==> src/rtl/core/virtio_mmio_gpu_register_block_macros.svh <==
// Assertion macros for the virtio-mmio GPU register block.
// Bodies compile to nothing when SYNTH is defined.
`ifndef VIRTIO_MMIO_GPU_REGISTER_BLOCK_MACROS_SVH
`define VIRTIO_MMIO_GPU_REGISTER_BLOCK_MACROS_SVH

`ifndef SYNTH
`define VMG_ASSERT_ALWAYS(lbl, clk, rstn, prop, msg) \
  lbl: assert property (@(posedge clk) disable iff (!rstn) (prop)) else $error(msg);
`define VMG_ASSERT_NEXT(lbl, clk, rstn, ante, cons, msg) \
  lbl: assert property (@(posedge clk) disable iff (!rstn) (ante) |=> (cons)) else $error(msg);
`else
`define VMG_ASSERT_ALWAYS(lbl, clk, rstn, prop, msg)
`define VMG_ASSERT_NEXT(lbl, clk, rstn, ante, cons, msg)
`endif

`endif

==> src/rtl/core/vmgpu_pkg.sv <==
// Types and constants shared by the virtio-mmio GPU register block.
// No dependencies.
package vmgpu_pkg;

  typedef struct packed {
    logic [2:0]  opcode;
    logic [11:0] byte_offset;
    logic [31:0] write_data;
  } vmgpu_in_t;

  typedef struct packed {
    logic [31:0] read_data;
    logic [1:0]  fault;
    logic        notify_valid;
    logic        notify_queue;
    logic        interrupt_line;
  } vmgpu_out_t;

  // Access kinds
  localparam logic [2:0] OP_WORD_READ    = 3'd0;
  localparam logic [2:0] OP_WORD_WRITE   = 3'd1;
  localparam logic [2:0] OP_NARROW_READ  = 3'd2;
  localparam logic [2:0] OP_NARROW_WRITE = 3'd3;

  localparam logic [1:0] FAULT_NONE     = 2'd0;
  localparam logic [1:0] FAULT_ACCESS   = 2'd1;
  localparam logic [1:0] FAULT_MISALIGN = 2'd2;
  localparam logic [1:0] FAULT_ILLEGAL  = 2'd3;

  // Configuration port indexes
  localparam logic CFG_SCANOUT_COUNT = 1'b0;
  localparam logic CFG_VENDOR_IDENT  = 1'b1;

  // Register word indexes (byte offset >> 2)
  localparam logic [9:0] REG_MAGIC            = 10'h000;
  localparam logic [9:0] REG_VERSION          = 10'h001;
  localparam logic [9:0] REG_DEVICE_ID        = 10'h002;
  localparam logic [9:0] REG_VENDOR_ID        = 10'h003;
  localparam logic [9:0] REG_DEV_FEAT         = 10'h004;
  localparam logic [9:0] REG_DEV_FEAT_SEL     = 10'h005;
  localparam logic [9:0] REG_DRV_FEAT         = 10'h008;
  localparam logic [9:0] REG_DRV_FEAT_SEL     = 10'h009;
  localparam logic [9:0] REG_QUEUE_SEL        = 10'h00c;
  localparam logic [9:0] REG_QUEUE_NUM_MAX    = 10'h00d;
  localparam logic [9:0] REG_QUEUE_NUM        = 10'h00e;
  localparam logic [9:0] REG_QUEUE_READY      = 10'h011;
  localparam logic [9:0] REG_QUEUE_NOTIFY     = 10'h014;
  localparam logic [9:0] REG_IRQ_STATUS       = 10'h018;
  localparam logic [9:0] REG_IRQ_ACK          = 10'h019;
  localparam logic [9:0] REG_STATUS           = 10'h01c;
  localparam logic [9:0] REG_DESC_LO          = 10'h020;
  localparam logic [9:0] REG_DESC_HI          = 10'h021;
  localparam logic [9:0] REG_AVAIL_LO         = 10'h024;
  localparam logic [9:0] REG_AVAIL_HI         = 10'h025;
  localparam logic [9:0] REG_USED_LO          = 10'h028;
  localparam logic [9:0] REG_USED_HI          = 10'h029;
  localparam logic [9:0] REG_SHM_SEL          = 10'h02b;
  localparam logic [9:0] REG_SHM_LEN_LO       = 10'h02c;
  localparam logic [9:0] REG_SHM_LEN_HI       = 10'h02d;
  localparam logic [9:0] REG_SHM_BASE_LO      = 10'h02e;
  localparam logic [9:0] REG_SHM_BASE_HI      = 10'h02f;
  localparam logic [9:0] REG_CFG_GEN          = 10'h03f;
  localparam logic [9:0] REG_GPU_EVENTS_READ  = 10'h040;
  localparam logic [9:0] REG_GPU_EVENTS_CLEAR = 10'h041;
  localparam logic [9:0] REG_GPU_NUM_SCANOUTS = 10'h042;
  localparam logic [9:0] REG_GPU_NUM_CAPSETS  = 10'h043;

  localparam logic [31:0] MAGIC_VALUE   = 32'h7472_6976;
  localparam logic [31:0] VERSION_VALUE = 32'd2;
  localparam logic [31:0] DEVICE_ID_GPU = 32'd16;
  localparam logic [31:0] DEV_FEAT_LO   = 32'd2;
  localparam logic [31:0] DEV_FEAT_HI   = 32'd1;
  localparam logic [31:0] SHM_LEN_NONE  = 32'hFFFF_FFFF;

  localparam int ST_DRIVER_OK_BIT    = 2;
  localparam int ST_NEEDS_RESET_BIT  = 6;
  localparam int IRQ_CONF_CHANGE_BIT = 1;

  // Per-queue register targeted by a write
  typedef enum logic [2:0] {
    QREG_NONE,
    QREG_SIZE,
    QREG_READY,
    QREG_DESC,
    QREG_AVAIL,
    QREG_USED,
    QREG_HIGH
  } qreg_t;

  typedef struct packed {
    logic        hit;
    qreg_t       field;
    logic [31:0] data;
  } q_cmd_t;

  typedef struct packed {
    logic ready;
    logic fail;
  } q_stat_t;

endpackage

==> src/rtl/core/vmgpu_queue.sv <==
// One virtqueue's configuration: size, ring base words and ready flag.
// Checks each write against RAM bounds and the ready lock. Uses vmgpu_pkg.
module vmgpu_queue import vmgpu_pkg::*; #(
  parameter longint unsigned RAM_BYTES      = 64'd536870912,
  parameter int unsigned     MAX_QUEUE_SIZE = 1024
) (
  input  logic    clk,
  input  logic    rst_n,
  input  logic    clear,
  input  q_cmd_t  cmd,
  output q_stat_t stat
);

  localparam int SW = $clog2(MAX_QUEUE_SIZE + 1);
  localparam int BW = $clog2((RAM_BYTES - 1) / 4 + 1);
  localparam int EW = ((BW > SW + 2) ? BW : SW + 2) + 2;
  localparam logic [EW-1:0] WORDS    = EW'(RAM_BYTES / 4);
  localparam logic [32:0]   RAM_LIM  = 33'(RAM_BYTES);
  localparam logic [31:0]   SIZE_MAX = 32'(MAX_QUEUE_SIZE);

  logic [SW-1:0] size_r, size_nxt;
  logic [BW-1:0] desc_r, desc_nxt;
  logic [BW-1:0] avail_r, avail_nxt;
  logic [BW-1:0] used_r, used_nxt;
  logic          ready_r, ready_nxt;

  logic [31:0]   v;
  logic          ring_bad;
  logic [BW-1:0] ring_word;
  logic          size_ok;
  logic [EW-1:0] d_end, a_end, u_end;
  logic          ring_fit;
  logic          fail;

  assign v         = cmd.data;
  assign ring_bad  = ({1'b0, v} >= RAM_LIM) || (v[1:0] != 2'b00);
  assign ring_word = ring_bad ? '0 : v[BW+1:2];
  assign size_ok   = (v != 32'd0) && (v <= SIZE_MAX);

  // Ring ends in words: descriptors 4 per entry, avail 1 + ceil(n/2), used 1 + 2n
  assign d_end = EW'(desc_r) + (EW'(size_r) << 2);
  assign a_end = EW'(avail_r) + EW'(1) + ((EW'(size_r) + EW'(1)) >> 1);
  assign u_end = EW'(used_r) + EW'(1) + (EW'(size_r) << 1);
  assign ring_fit = (size_r != '0) && (d_end <= WORDS) && (a_end <= WORDS)
                    && (u_end <= WORDS);

  always_comb begin
    size_nxt  = size_r;
    desc_nxt  = desc_r;
    avail_nxt = avail_r;
    used_nxt  = used_r;
    ready_nxt = ready_r;
    fail      = 1'b0;
    case (cmd.field)
      QREG_SIZE: begin
        if (ready_r || !size_ok) begin
          fail = 1'b1;
        end else begin
          size_nxt = v[SW-1:0];
        end
      end
      QREG_DESC: begin
        fail = ready_r || ring_bad;
        if (!ready_r) desc_nxt = ring_word;
      end
      QREG_AVAIL: begin
        fail = ready_r || ring_bad;
        if (!ready_r) avail_nxt = ring_word;
      end
      QREG_USED: begin
        fail = ready_r || ring_bad;
        if (!ready_r) used_nxt = ring_word;
      end
      QREG_HIGH: begin
        fail = ready_r || (v != 32'd0);
      end
      QREG_READY: begin
        ready_nxt = v[0] && ring_fit;
        fail      = v[0] && !ring_fit;
      end
      default: begin
      end
    endcase
  end

  always_ff @(posedge clk) begin
    if (!rst_n || clear) begin
      size_r  <= '0;
      desc_r  <= '0;
      avail_r <= '0;
      used_r  <= '0;
      ready_r <= 1'b0;
    end else if (cmd.hit) begin
      size_r  <= size_nxt;
      desc_r  <= desc_nxt;
      avail_r <= avail_nxt;
      used_r  <= used_nxt;
      ready_r <= ready_nxt;
    end
  end

  assign stat.ready = ready_r;
  assign stat.fail  = fail;

endmodule

==> src/rtl/core/virtio_mmio_gpu_register_block.sv <==
// virtio-mmio v2 register file of a GPU device, one access per word.
// The result word is registered and appears in the cycle after the access is taken.
// Throughput: one access per cycle while out_ready is high; the result register frees as it is taken.
// Reset (rst_n low, synchronous): all device state clears, scanout count
// returns to 1 and vendor id to 0. Uses vmgpu_pkg, vmgpu_queue and the macro header.
`include "virtio_mmio_gpu_register_block_macros.svh"

module virtio_mmio_gpu_register_block import vmgpu_pkg::*; #(
  parameter int unsigned     NUM_QUEUES     = 2,
  parameter longint unsigned RAM_BYTES      = 64'd536870912,
  parameter int unsigned     MAX_QUEUE_SIZE = 1024
) (
  input  logic        clk,
  input  logic        rst_n,
  input  logic        cfg_we,
  input  logic        cfg_index,
  input  logic [31:0] cfg_wdata,
  input  logic        in_valid,
  output logic        in_ready,
  input  vmgpu_in_t   in_data,
  output logic        out_valid,
  input  logic        out_ready,
  output vmgpu_out_t  out_data
);

  localparam int QW = (NUM_QUEUES > 1) ? $clog2(NUM_QUEUES) : 1;
  localparam logic [31:0] NQ32     = 32'(NUM_QUEUES);
  localparam logic [31:0] QMAX32   = 32'(MAX_QUEUE_SIZE);

  logic [4:0]  scanout_count_r;
  logic [31:0] vendor_ident_r;

  logic [QW-1:0] queue_select_r, queue_select_nxt;
  logic [31:0]   device_status_r, device_status_nxt;
  logic [1:0]    irq_status_r, irq_status_nxt;
  logic [31:0]   dev_feature_select_r, dev_feature_select_nxt;
  logic [31:0]   drv_feature_select_r, drv_feature_select_nxt;
  logic [31:0]   drv_features_r, drv_features_nxt;

  logic        out_valid_r;
  vmgpu_out_t  out_data_r;
  vmgpu_out_t  res;

  logic        accept;
  logic        is_write;
  logic [9:0]  word;
  logic [31:0] v;
  qreg_t       qfield;
  logic        fail;
  logic        clear;

  q_cmd_t  q_cmd  [NUM_QUEUES];
  q_stat_t q_stat [NUM_QUEUES];
  logic [NUM_QUEUES-1:0] q_ready;
  logic          sel_fail;
  logic          notify_in_range;
  logic [QW-1:0] notify_idx;

  assign in_ready = !out_valid_r || out_ready;
  assign accept   = in_valid && in_ready;
  assign is_write = accept && (in_data.opcode == OP_WORD_WRITE);
  assign word     = in_data.byte_offset[11:2];
  assign v        = in_data.write_data;

  always_comb begin
    case (word)
      REG_QUEUE_NUM:   qfield = QREG_SIZE;
      REG_QUEUE_READY: qfield = QREG_READY;
      REG_DESC_LO:     qfield = QREG_DESC;
      REG_AVAIL_LO:    qfield = QREG_AVAIL;
      REG_USED_LO:     qfield = QREG_USED;
      REG_DESC_HI,
      REG_AVAIL_HI,
      REG_USED_HI:     qfield = QREG_HIGH;
      default:         qfield = QREG_NONE;
    endcase
  end

  for (genvar i = 0; i < NUM_QUEUES; i++) begin : g_queue
    assign q_cmd[i].hit   = is_write && (queue_select_r == QW'(i));
    assign q_cmd[i].field = qfield;
    assign q_cmd[i].data  = v;
    assign q_ready[i]     = q_stat[i].ready;

    vmgpu_queue #(
      .RAM_BYTES      (RAM_BYTES),
      .MAX_QUEUE_SIZE (MAX_QUEUE_SIZE)
    ) u_queue (
      .clk   (clk),
      .rst_n (rst_n),
      .clear (clear && accept),
      .cmd   (q_cmd[i]),
      .stat  (q_stat[i])
    );
  end

  assign sel_fail        = q_stat[queue_select_r].fail;
  assign notify_in_range = v < NQ32;
  assign notify_idx      = v[QW-1:0];

  always_comb begin
    queue_select_nxt       = queue_select_r;
    device_status_nxt      = device_status_r;
    irq_status_nxt         = irq_status_r;
    dev_feature_select_nxt = dev_feature_select_r;
    drv_feature_select_nxt = drv_feature_select_r;
    drv_features_nxt       = drv_features_r;
    fail                   = 1'b0;
    clear                  = 1'b0;
    res                    = '0;

    case (in_data.opcode)
      OP_WORD_READ: begin
        case (word)
          REG_MAGIC:            res.read_data = MAGIC_VALUE;
          REG_VERSION:          res.read_data = VERSION_VALUE;
          REG_DEVICE_ID:        res.read_data = DEVICE_ID_GPU;
          REG_VENDOR_ID:        res.read_data = vendor_ident_r;
          REG_DEV_FEAT: begin
            if (dev_feature_select_r == 32'd0) begin
              res.read_data = DEV_FEAT_LO;
            end else if (dev_feature_select_r == 32'd1) begin
              res.read_data = DEV_FEAT_HI;
            end
          end
          REG_QUEUE_NUM_MAX:    res.read_data = QMAX32;
          REG_QUEUE_READY:      res.read_data = {31'd0, q_ready[queue_select_r]};
          REG_IRQ_STATUS:       res.read_data = {30'd0, irq_status_r};
          REG_STATUS:           res.read_data = device_status_r;
          REG_SHM_LEN_LO,
          REG_SHM_LEN_HI:       res.read_data = SHM_LEN_NONE;
          REG_SHM_BASE_LO,
          REG_SHM_BASE_HI,
          REG_CFG_GEN,
          REG_GPU_EVENTS_READ,
          REG_GPU_NUM_CAPSETS:  res.read_data = 32'd0;
          REG_GPU_NUM_SCANOUTS: res.read_data = {27'd0, scanout_count_r};
          default:              res.fault = FAULT_ACCESS;
        endcase
      end
      OP_WORD_WRITE: begin
        case (word)
          REG_DEV_FEAT_SEL: dev_feature_select_nxt = v;
          REG_DRV_FEAT: begin
            if (drv_feature_select_r == 32'd0) drv_features_nxt = v;
          end
          REG_DRV_FEAT_SEL: drv_feature_select_nxt = v;
          REG_QUEUE_SEL: begin
            if (v < NQ32) begin
              queue_select_nxt = v[QW-1:0];
            end else begin
              fail = 1'b1;
            end
          end
          REG_QUEUE_NUM,
          REG_QUEUE_READY,
          REG_DESC_LO,
          REG_DESC_HI,
          REG_AVAIL_LO,
          REG_AVAIL_HI,
          REG_USED_LO,
          REG_USED_HI: fail = sel_fail;
          REG_QUEUE_NOTIFY: begin
            // drop an in-range notify silently while the device waits for reset
            if (!notify_in_range) begin
              fail = 1'b1;
            end else if (!device_status_r[ST_NEEDS_RESET_BIT]) begin
              if (device_status_r[ST_DRIVER_OK_BIT] && q_ready[notify_idx]) begin
                res.notify_valid = 1'b1;
                res.notify_queue = v[0];
              end else begin
                fail = 1'b1;
              end
            end
          end
          REG_IRQ_ACK: irq_status_nxt = irq_status_r & ~v[1:0];
          REG_STATUS: begin
            if (v == 32'd0) begin
              clear = 1'b1;
            end else begin
              device_status_nxt = device_status_r | v;
            end
          end
          REG_SHM_SEL,
          REG_GPU_EVENTS_CLEAR: begin
          end
          default: res.fault = FAULT_ACCESS;
        endcase
      end
      OP_NARROW_READ,
      OP_NARROW_WRITE: res.fault = FAULT_MISALIGN;
      default:         res.fault = FAULT_ILLEGAL;
    endcase

    if (fail) begin
      device_status_nxt[ST_NEEDS_RESET_BIT] = 1'b1;
      if (device_status_nxt[ST_DRIVER_OK_BIT]) begin
        irq_status_nxt[IRQ_CONF_CHANGE_BIT] = 1'b1;
      end
    end

    if (clear) begin
      queue_select_nxt       = '0;
      device_status_nxt      = '0;
      irq_status_nxt         = '0;
      dev_feature_select_nxt = '0;
      drv_feature_select_nxt = '0;
      drv_features_nxt       = '0;
    end

    res.interrupt_line = (irq_status_nxt != 2'b00);
  end

  always_ff @(posedge clk) begin
    if (!rst_n) begin
      queue_select_r       <= '0;
      device_status_r      <= '0;
      irq_status_r         <= '0;
      dev_feature_select_r <= '0;
      drv_feature_select_r <= '0;
      drv_features_r       <= '0;
    end else if (accept) begin
      queue_select_r       <= queue_select_nxt;
      device_status_r      <= device_status_nxt;
      irq_status_r         <= irq_status_nxt;
      dev_feature_select_r <= dev_feature_select_nxt;
      drv_feature_select_r <= drv_feature_select_nxt;
      drv_features_r       <= drv_features_nxt;
    end
  end

  always_ff @(posedge clk) begin
    if (!rst_n) begin
      scanout_count_r <= 5'd1;
      vendor_ident_r  <= '0;
    end else if (cfg_we) begin
      case (cfg_index)
        CFG_SCANOUT_COUNT: scanout_count_r <= cfg_wdata[4:0];
        CFG_VENDOR_IDENT:  vendor_ident_r  <= cfg_wdata;
        default: begin
        end
      endcase
    end
  end

  // Result register: load on accept, hold until taken
  always_ff @(posedge clk) begin
    if (!rst_n) begin
      out_valid_r <= 1'b0;
    end else if (accept) begin
      out_valid_r <= 1'b1;
    end else if (out_ready) begin
      out_valid_r <= 1'b0;
    end
  end

  always_ff @(posedge clk) begin
    if (accept) begin
      out_data_r <= res;
    end
  end

  assign out_valid = out_valid_r;
  assign out_data  = out_data_r;

  `VMG_ASSERT_NEXT(a_accept_gives_word, clk, rst_n, accept, out_valid_r, "accepted access produced no result word")
  `VMG_ASSERT_ALWAYS(a_irq_line_matches, clk, rst_n, !out_valid_r || (out_data_r.interrupt_line == (irq_status_r != 2'b00)), "interrupt line disagrees with interrupt status")
  `VMG_ASSERT_ALWAYS(a_conf_irq_needs_reset, clk, rst_n, !irq_status_r[IRQ_CONF_CHANGE_BIT] || device_status_r[ST_NEEDS_RESET_BIT], "config change interrupt without needs reset")

endmodule
==> config.mk <==
export PLATFORM = sky130hd
export DESIGN_NAME = virtio_mmio_gpu_register_block
export DESIGN_NICKNAME = d
export VERILOG_FILES = /design/src/rtl/core/vmgpu_pkg.sv /design/src/rtl/core/vmgpu_queue.sv /design/src/rtl/core/virtio_mmio_gpu_register_block.sv
export VERILOG_INCLUDE_DIRS = /design/src /design/src/rtl/core
export SDC_FILE = /design/constraint.sdc
export NUM_CORES = 1
export LEC_CHECK = 0
export ABC_AREA = 1
export ABC_CLOCK_PERIOD_IN_PS = 9100
export BUFFER_PORTS_ARGS = -buffer_cell sky130_fd_sc_hd__buf_2
export CORE_MARGIN = 2
export CORE_UTILIZATION = 31
export CTS_BUF_LIST = sky130_fd_sc_hd__clkbuf_8
export DETAILED_ROUTE_END_ITERATION = 10
export PLACE_DENSITY_LB_ADDON = 0.2
export SLEW_MARGIN = 30
export SYNTH_ARGS = -nofsm -noshare
export SYNTH_HDL_FRONTEND = slang
export SYNTH_HIERARCHICAL = 1
export SYNTH_SLANG_ARGS = --single-unit
==> constraint.sdc <==
create_clock -name clk -period 9.1 [get_ports clk]
set_input_delay 0.455 -clock clk [delete_from_list [all_inputs] [get_ports clk]]
set_output_delay 0.455 -clock clk [all_outputs]
set_load 0.01 [all_outputs]
Word-level counts from Yosys, hierarchy flattened

Cells that the tools add are included.

Register bits after elaboration: 328
Output and inout port bits: 39
Word-level logic and storage cells: 226

Add/subtract/negate cells: 12
$lt $le $gt $ge: 12
Eq/ne operators: 43
Mux-type cells: 48
Bitwise gates (word level): 14
Reduce and logical (&&, ||, !) cells: 73

Operators by type and width:

| operator                                                                               | count |
|---|---|
| 32-bit case mux with 11 select lines                                                   | 1 |
| 32-bit 2-to-1 mux                                                                      | 7 |
| 29-bit by 28-bit <= comparator with 1-bit output (second input constant)               | 6 |
| 10-bit by 6-bit == test with 1-bit output (second input constant)                      | 12 |
| 27-bit by 1-bit adder with 28-bit output (second input constant)                       | 4 |
| 32-bit logical NOT                                                                     | 2 |
| 29-bit by 12-bit adder with 29-bit output                                              | 2 |
| 29-bit by 28-bit adder with 29-bit output                                              | 2 |
| 27-bit by 13-bit adder with 28-bit output                                              | 2 |
| 10-bit by 4-bit == test with 1-bit output (second input constant)                      | 5 |
| 10-bit by 5-bit == test with 1-bit output (second input constant)                      | 5 |
| 10-bit by 7-bit == test with 1-bit output (second input constant)                      | 4 |
| 17-bit OR reduction                                                                    | 2 |
| 32-bit by 1-bit == test with 1-bit output (second input constant)                      | 1 |
| 32-bit by 30-bit greater-or-equal comparator with 1-bit output (second input constant) | 1 |
| 32-bit by 11-bit <= comparator with 1-bit output (second input constant)               | 1 |
| 32-bit by 2-bit less-than comparator with 1-bit output (second input constant)         | 1 |
| 32-bit bitwise OR                                                                      | 1 |
| 32-bit nonzero test                                                                    | 1 |
| 1-bit 2-to-1 mux                                                                       | 29 |
| 27-bit 2-to-1 mux                                                                      | 1 |
| 3-bit AND reduction                                                                    | 9 |
| 11-bit by 1-bit adder with 12-bit output (second input constant)                       | 2 |
| 11-bit nonzero test                                                                    | 2 |
| other kinds (33)                                                                       | 99 |

Longest topological paths before layout

Depth in word-level cells: 16
Mapped depth: 35
Mapped depth without buffers: 34

Hierarchy

Netlist, hierarchy kept.

By module, submodules not included:

| module                            | times used | cells each | area an instance (um^2) | seq. area each (um^2) |
|---|---|---|---|---|
| vmgpu_queue at g_queue[0].u_queue | 1          | 980        | 6,462.4                 | 1,861.8 |
| virtio_mmio_gpu_register_block    | 1          | 792        | 6,446.2                 | 3,213.1 |
| vmgpu_queue at g_queue[1].u_queue | 1          | 991        | 6,304.8                 | 1,861.8 |

Worst setup path after synthesis

Ideal clock, no wire load.

Path kind: register -> register
Start: reg g_queue[0].u_queue.size_r[1]
End: reg out_data_r (netlist bit out_data[0]), data pin
Setup time: 0.268 ns
Arrival time: 3.314 ns
Setup slack: 5.519 ns
Stages on the path, launching flop included: 34
Period minus slack after synthesis: 3.581 ns
Path through: dfxtp_1 -> inv_1 -> nor3_1 -> nand3_1 -> nor2_1 -> nand2_1 -> nor2_1 -> nand3_1 -> nand2_1 -> inv_1 -> ha_1 -> nand2_1 -> inv_1 -> a21oi_1 -> nand3_1 -> nand2_1 -> nand2_1 -> nand2_1 -> nand2_1 -> nor2_1 -> nand4_1 -> nand2_1 -> nand3_1 -> nand3_1 -> nand2_1 -> buf_4 -> nand2_1 -> nand2_1 -> nand2_1 -> nand2_1 -> nand3_1 -> nand2_1 -> nand2_1 -> nand2_1

RTL lines:

| element                | line                                  | text |
|---|---|---|
| start, declared        | vmgpu_queue.sv:21                     | `logic [SW-1:0] size_r, size_nxt;` |
| start signal, assigned | vmgpu_queue.sv:94                     | `size_r <= size_nxt;` |
| end signal, assigned   | virtio_mmio_gpu_register_block.sv:259 | `out_data_r <= res;` |
| end, declared          | virtio_mmio_gpu_register_block.sv:41  | `vmgpu_out_t out_data_r;` |

==> results.py <==
metrics = {
    "sta": {
        "skew_ps": 62.8,
        "period_share": 0.502,
        "finalHoldViolCount": 0,
        "min_period_ps": 4560,
        "fmax_mhz": 219,
        "slew_violations": 0,
        "setup_tns_ps": 0,
        "slew_headroom": 0.399,
        "finalSetupViolCount": 0,
        "tightest_slew_ps": 901,
        "grt_setup_unrepaired": "no",
    },
    "drt": {
        "drtPass1Iterations": 5,
        "drtAntennaViolNets": 0,
        "wl_um": 62800,
        "drc": 0,
        "wl_per_cell_um": 16.9,
        "vias": 18599,
        "drt_iter0_drc": 1077,
        "via_per_inst": 4.99,
    },
    "finish": {
        "post-route-util": 0.359,
        "area_delta_synth_final_pct": 14.8,
        "drive_gt1_frac": 0.117,
        "final_cells": 3727,
        "final_area_mm2": 0.0221,
        "fin_nets": 3047,
    },
    "clock_network": {
        "htreeDepth": 2,
        "cts_made_buffers": 58,
        "numClockSinks": 328,
        "cts_root_buffer": "clkbuf_8",
        "cts_resized": 0,
        "insertion_delay_ps": 690,
        "cts_buffer_depth": 3,
        "clk_pin_slew_ps": 60,
        "tritoncts": "yes",
    },
    "logic_synthesis": {
        "syn_inst": 2763,
        "synth_area_leaders": "dfxtp_1, nand2_1, inv_1",
        "yosysSeqAreaShare": 0.361,
        "yosysTopAreaCellShare": 0.303,
        "synthArstFlopShare": 0,
        "syn_avg_cell_area_um2": 6.95,
        "yosysTopAreaCell": "dfxtp_1",
        "synth-edff-count": 37,
        "ys.flop_type": "dfxtp_1",
        "synth_seq_cells": 328,
        "syn_nets": 2922,
        "synth_area_mm2": 0.0192,
        "synth_warnings": 6,
        "ys_types": 62,
    },
    "floorplanning": {
        "die_x_um": 253,
        "core_area_mm2": 0.0615,
        "pin_count": 124,
        "dieHeight_um": 253,
        "initial_core_util": 0.312,
        "die_area_mm2": 0.0640,
        "rows": 91,
    },
    "setup_path": {
        "critPathKind": "reg2reg",
        "cp-start-kind": "register",
        "worstPathMaxFanout": 5,
        "slowest_stage": "dfxtp_1",
        "crit_top_cell": "nand2_1",
        "worst_ep_arrival_time_ps": 4950,
        "cp-end-kind": "register",
        "cp.required_ps": 9490,
        "max_stage_delay_ps": 560,
    },
    "power_and_ir_drop": {
        "p_sw_uw": 791,
        "p_seq_frac": 0.475,
        "p_int_uw": 2350,
        "max-vdd-ir-drop_uv": 113,
        "p_comb_frac": 0.052,
        "switching_share": 0.252,
        "p_per_area_mw_per_mm2": 142,
        "p_leak_uw": 0.00954,
        "pwr-share-clk": 0.473,
    },
    "grt": {
        "grt_pass1_vias": 17870,
        "grt_pass1_wl_um": 98700,
        "antenna_found_initial": 4,
        "grt_usage": 0.195,
        "grt_max_degree": 91,
        "overflow": 0,
    },
    "placed_design": {
        "placed_cell_area_mm2": 0.0205,
        "numPlacedInstances": 3591,
        "gp_congestion": 0.893,
        "portBuffers": 121,
        "place_hpwl_um": 45000,
    },
    "flow_run": {
        "cap_violations": 0,
    },
    "hold_path": {
        "hold_class": "in2reg",
    },
    "status": {
        "outcome": "complete, no violations",
    },
}
## state kept, by name, indices dropped and copies added (netlist names)
signal / flops
out_data: 37
g_queue.u_queue/used_r: 54
dev_feature_select_r: 32
g_queue.u_queue/desc_r: 54
scanout_count_r: 5
irq_status_r: 2
device_status_r: 32
vendor_ident_r: 32
g_queue.u_queue/size_r: 22
g_queue.u_queue/ready_r: 2
queue_select_r: 1
g_queue.u_queue/avail_r: 54
out_valid: 1
## critical path, delay by kind of cell, from the launching register on
kind	cells	cell delay [ps]
AND/OR/NAND/NOR	27	2940
flip-flops	1	560
adder cells (fa/ha/maj)	1	340
buffers and inverters	3	250
AO/OA/AOI/OAI	1	210
## kinds of logic (layout without fill, tap and decap cells)
kind of cell	after synthesis	in the layout	synth area share
AND/OR/NAND/NOR	1257	1257	0.291
AO/OA/AOI/OAI	599	599	0.184
buffers and inverters	462	635	0.0955
flip-flops	328	328	0.361
adder cells (fa/ha/maj)	74	74	0.0498
XOR/XNOR	43	43	0.0196
other	0	1	0
## placed cells by master, fill, tap and decap left out, drive strengths merged, types with 3 or more instances in the layout
master	n
xnor2	10
inv	374
and2	5
nand3	178
a221oi	28
o22ai	5
xor2	33
nand2	561
clkbuf	80
nand4	72
fa	4
nor4	21
o211ai	4
ha	70
nor3	36
nand3b	20
edfxtp	37
clkinv	12
dlygate4sd3	27
a21o	3
a21oi	262
o21ai	235
a211oi	48
buf	139
nor2	359
dfxtp	291
## layout make-up
type,instances,area [µm²]
Antenna cell,1,2.50
Sequential cell,328,6940
Tap cell,790,988
Fill cell,6544,39400
Timing Repair Buffer,166,1010
Multi-Input combinational cell,1973,10500
Clock buffer,80,1100
Inverter,361,1360
Clock inverter,28,188
## final timing paths
kind                                                    from                 end  slack [ps]  depth (start not counted)
worst max-delay path            g_queue[0].u_queue/size_r[1]         out_data[0]        4540                         32
worst min-delay path                           cfg_wdata[26]  vendor_ident_r[26]          60                          3
worst max register to register  g_queue[0].u_queue/size_r[1]         out_data[0]        4540                         32
worst min register to register            device_status_r[7]  device_status_r[7]         450                          2
## power by group through the flow
| stage | registers (µW) | logic (µW) | clock network [µW] |
|---|---|---|---|
| detailed placement | 1520 | 154 | 0 |
| finish | 1490 | 164 | 1480 |
| floorplan | 1520 | 67.9 | 0 |
| global placement | 1520 | 153 | 0 |
| global route | 1490 | 178 | 1590 |
| CTS | 1490 | 163 | 1530 |
## synth_stat cells, drive strengths merged, types with 4 or more instances
cell and number:
nand4 72, nor2 359, xnor2 10, and2 5, inv 356, fa 4, a221oi 28, nand3 178
o21ai 235, xor2 33, nand3b 20, nor3 36, buf 36, a211oi 48, clkbuf 65, nor4 21
a21oi 262, clkinv 5, o22ai 5, edfxtp 37, o211ai 4, nand2 561, dfxtp 291, ha 70
## per-layer routing
metal | track usage | wire length, µm | up-vias
met5 | 0 | 52 | -
met4 | 0.0571 | 1500 | 8
met3 | 0.0273 | 3120 | 118
met2 | 0.321 | 28300 | 471
met1 | 0.264 | 29800 | 8535
li1 | - | - | 9467
## stage by stage
stage / setup WS (ps) / power (µW) / hold WS [ps]
floorplan: 5520 / 1590 / 426
global placement: 4600 / 1670 / 433
detailed placement: 4610 / 1670 / 438
CTS: 4620 / 3180 / 2.10
global route: 4000 / 3250 / 58.0
finish: 4540 / 3140 / 61.9
## what timing repair did
action,4_1_cts,5_1_grt
hold endpoints to repair,28,0
hold buffers,27,0
buffers inserted,0,0
(Power assumes the default switching activity.)
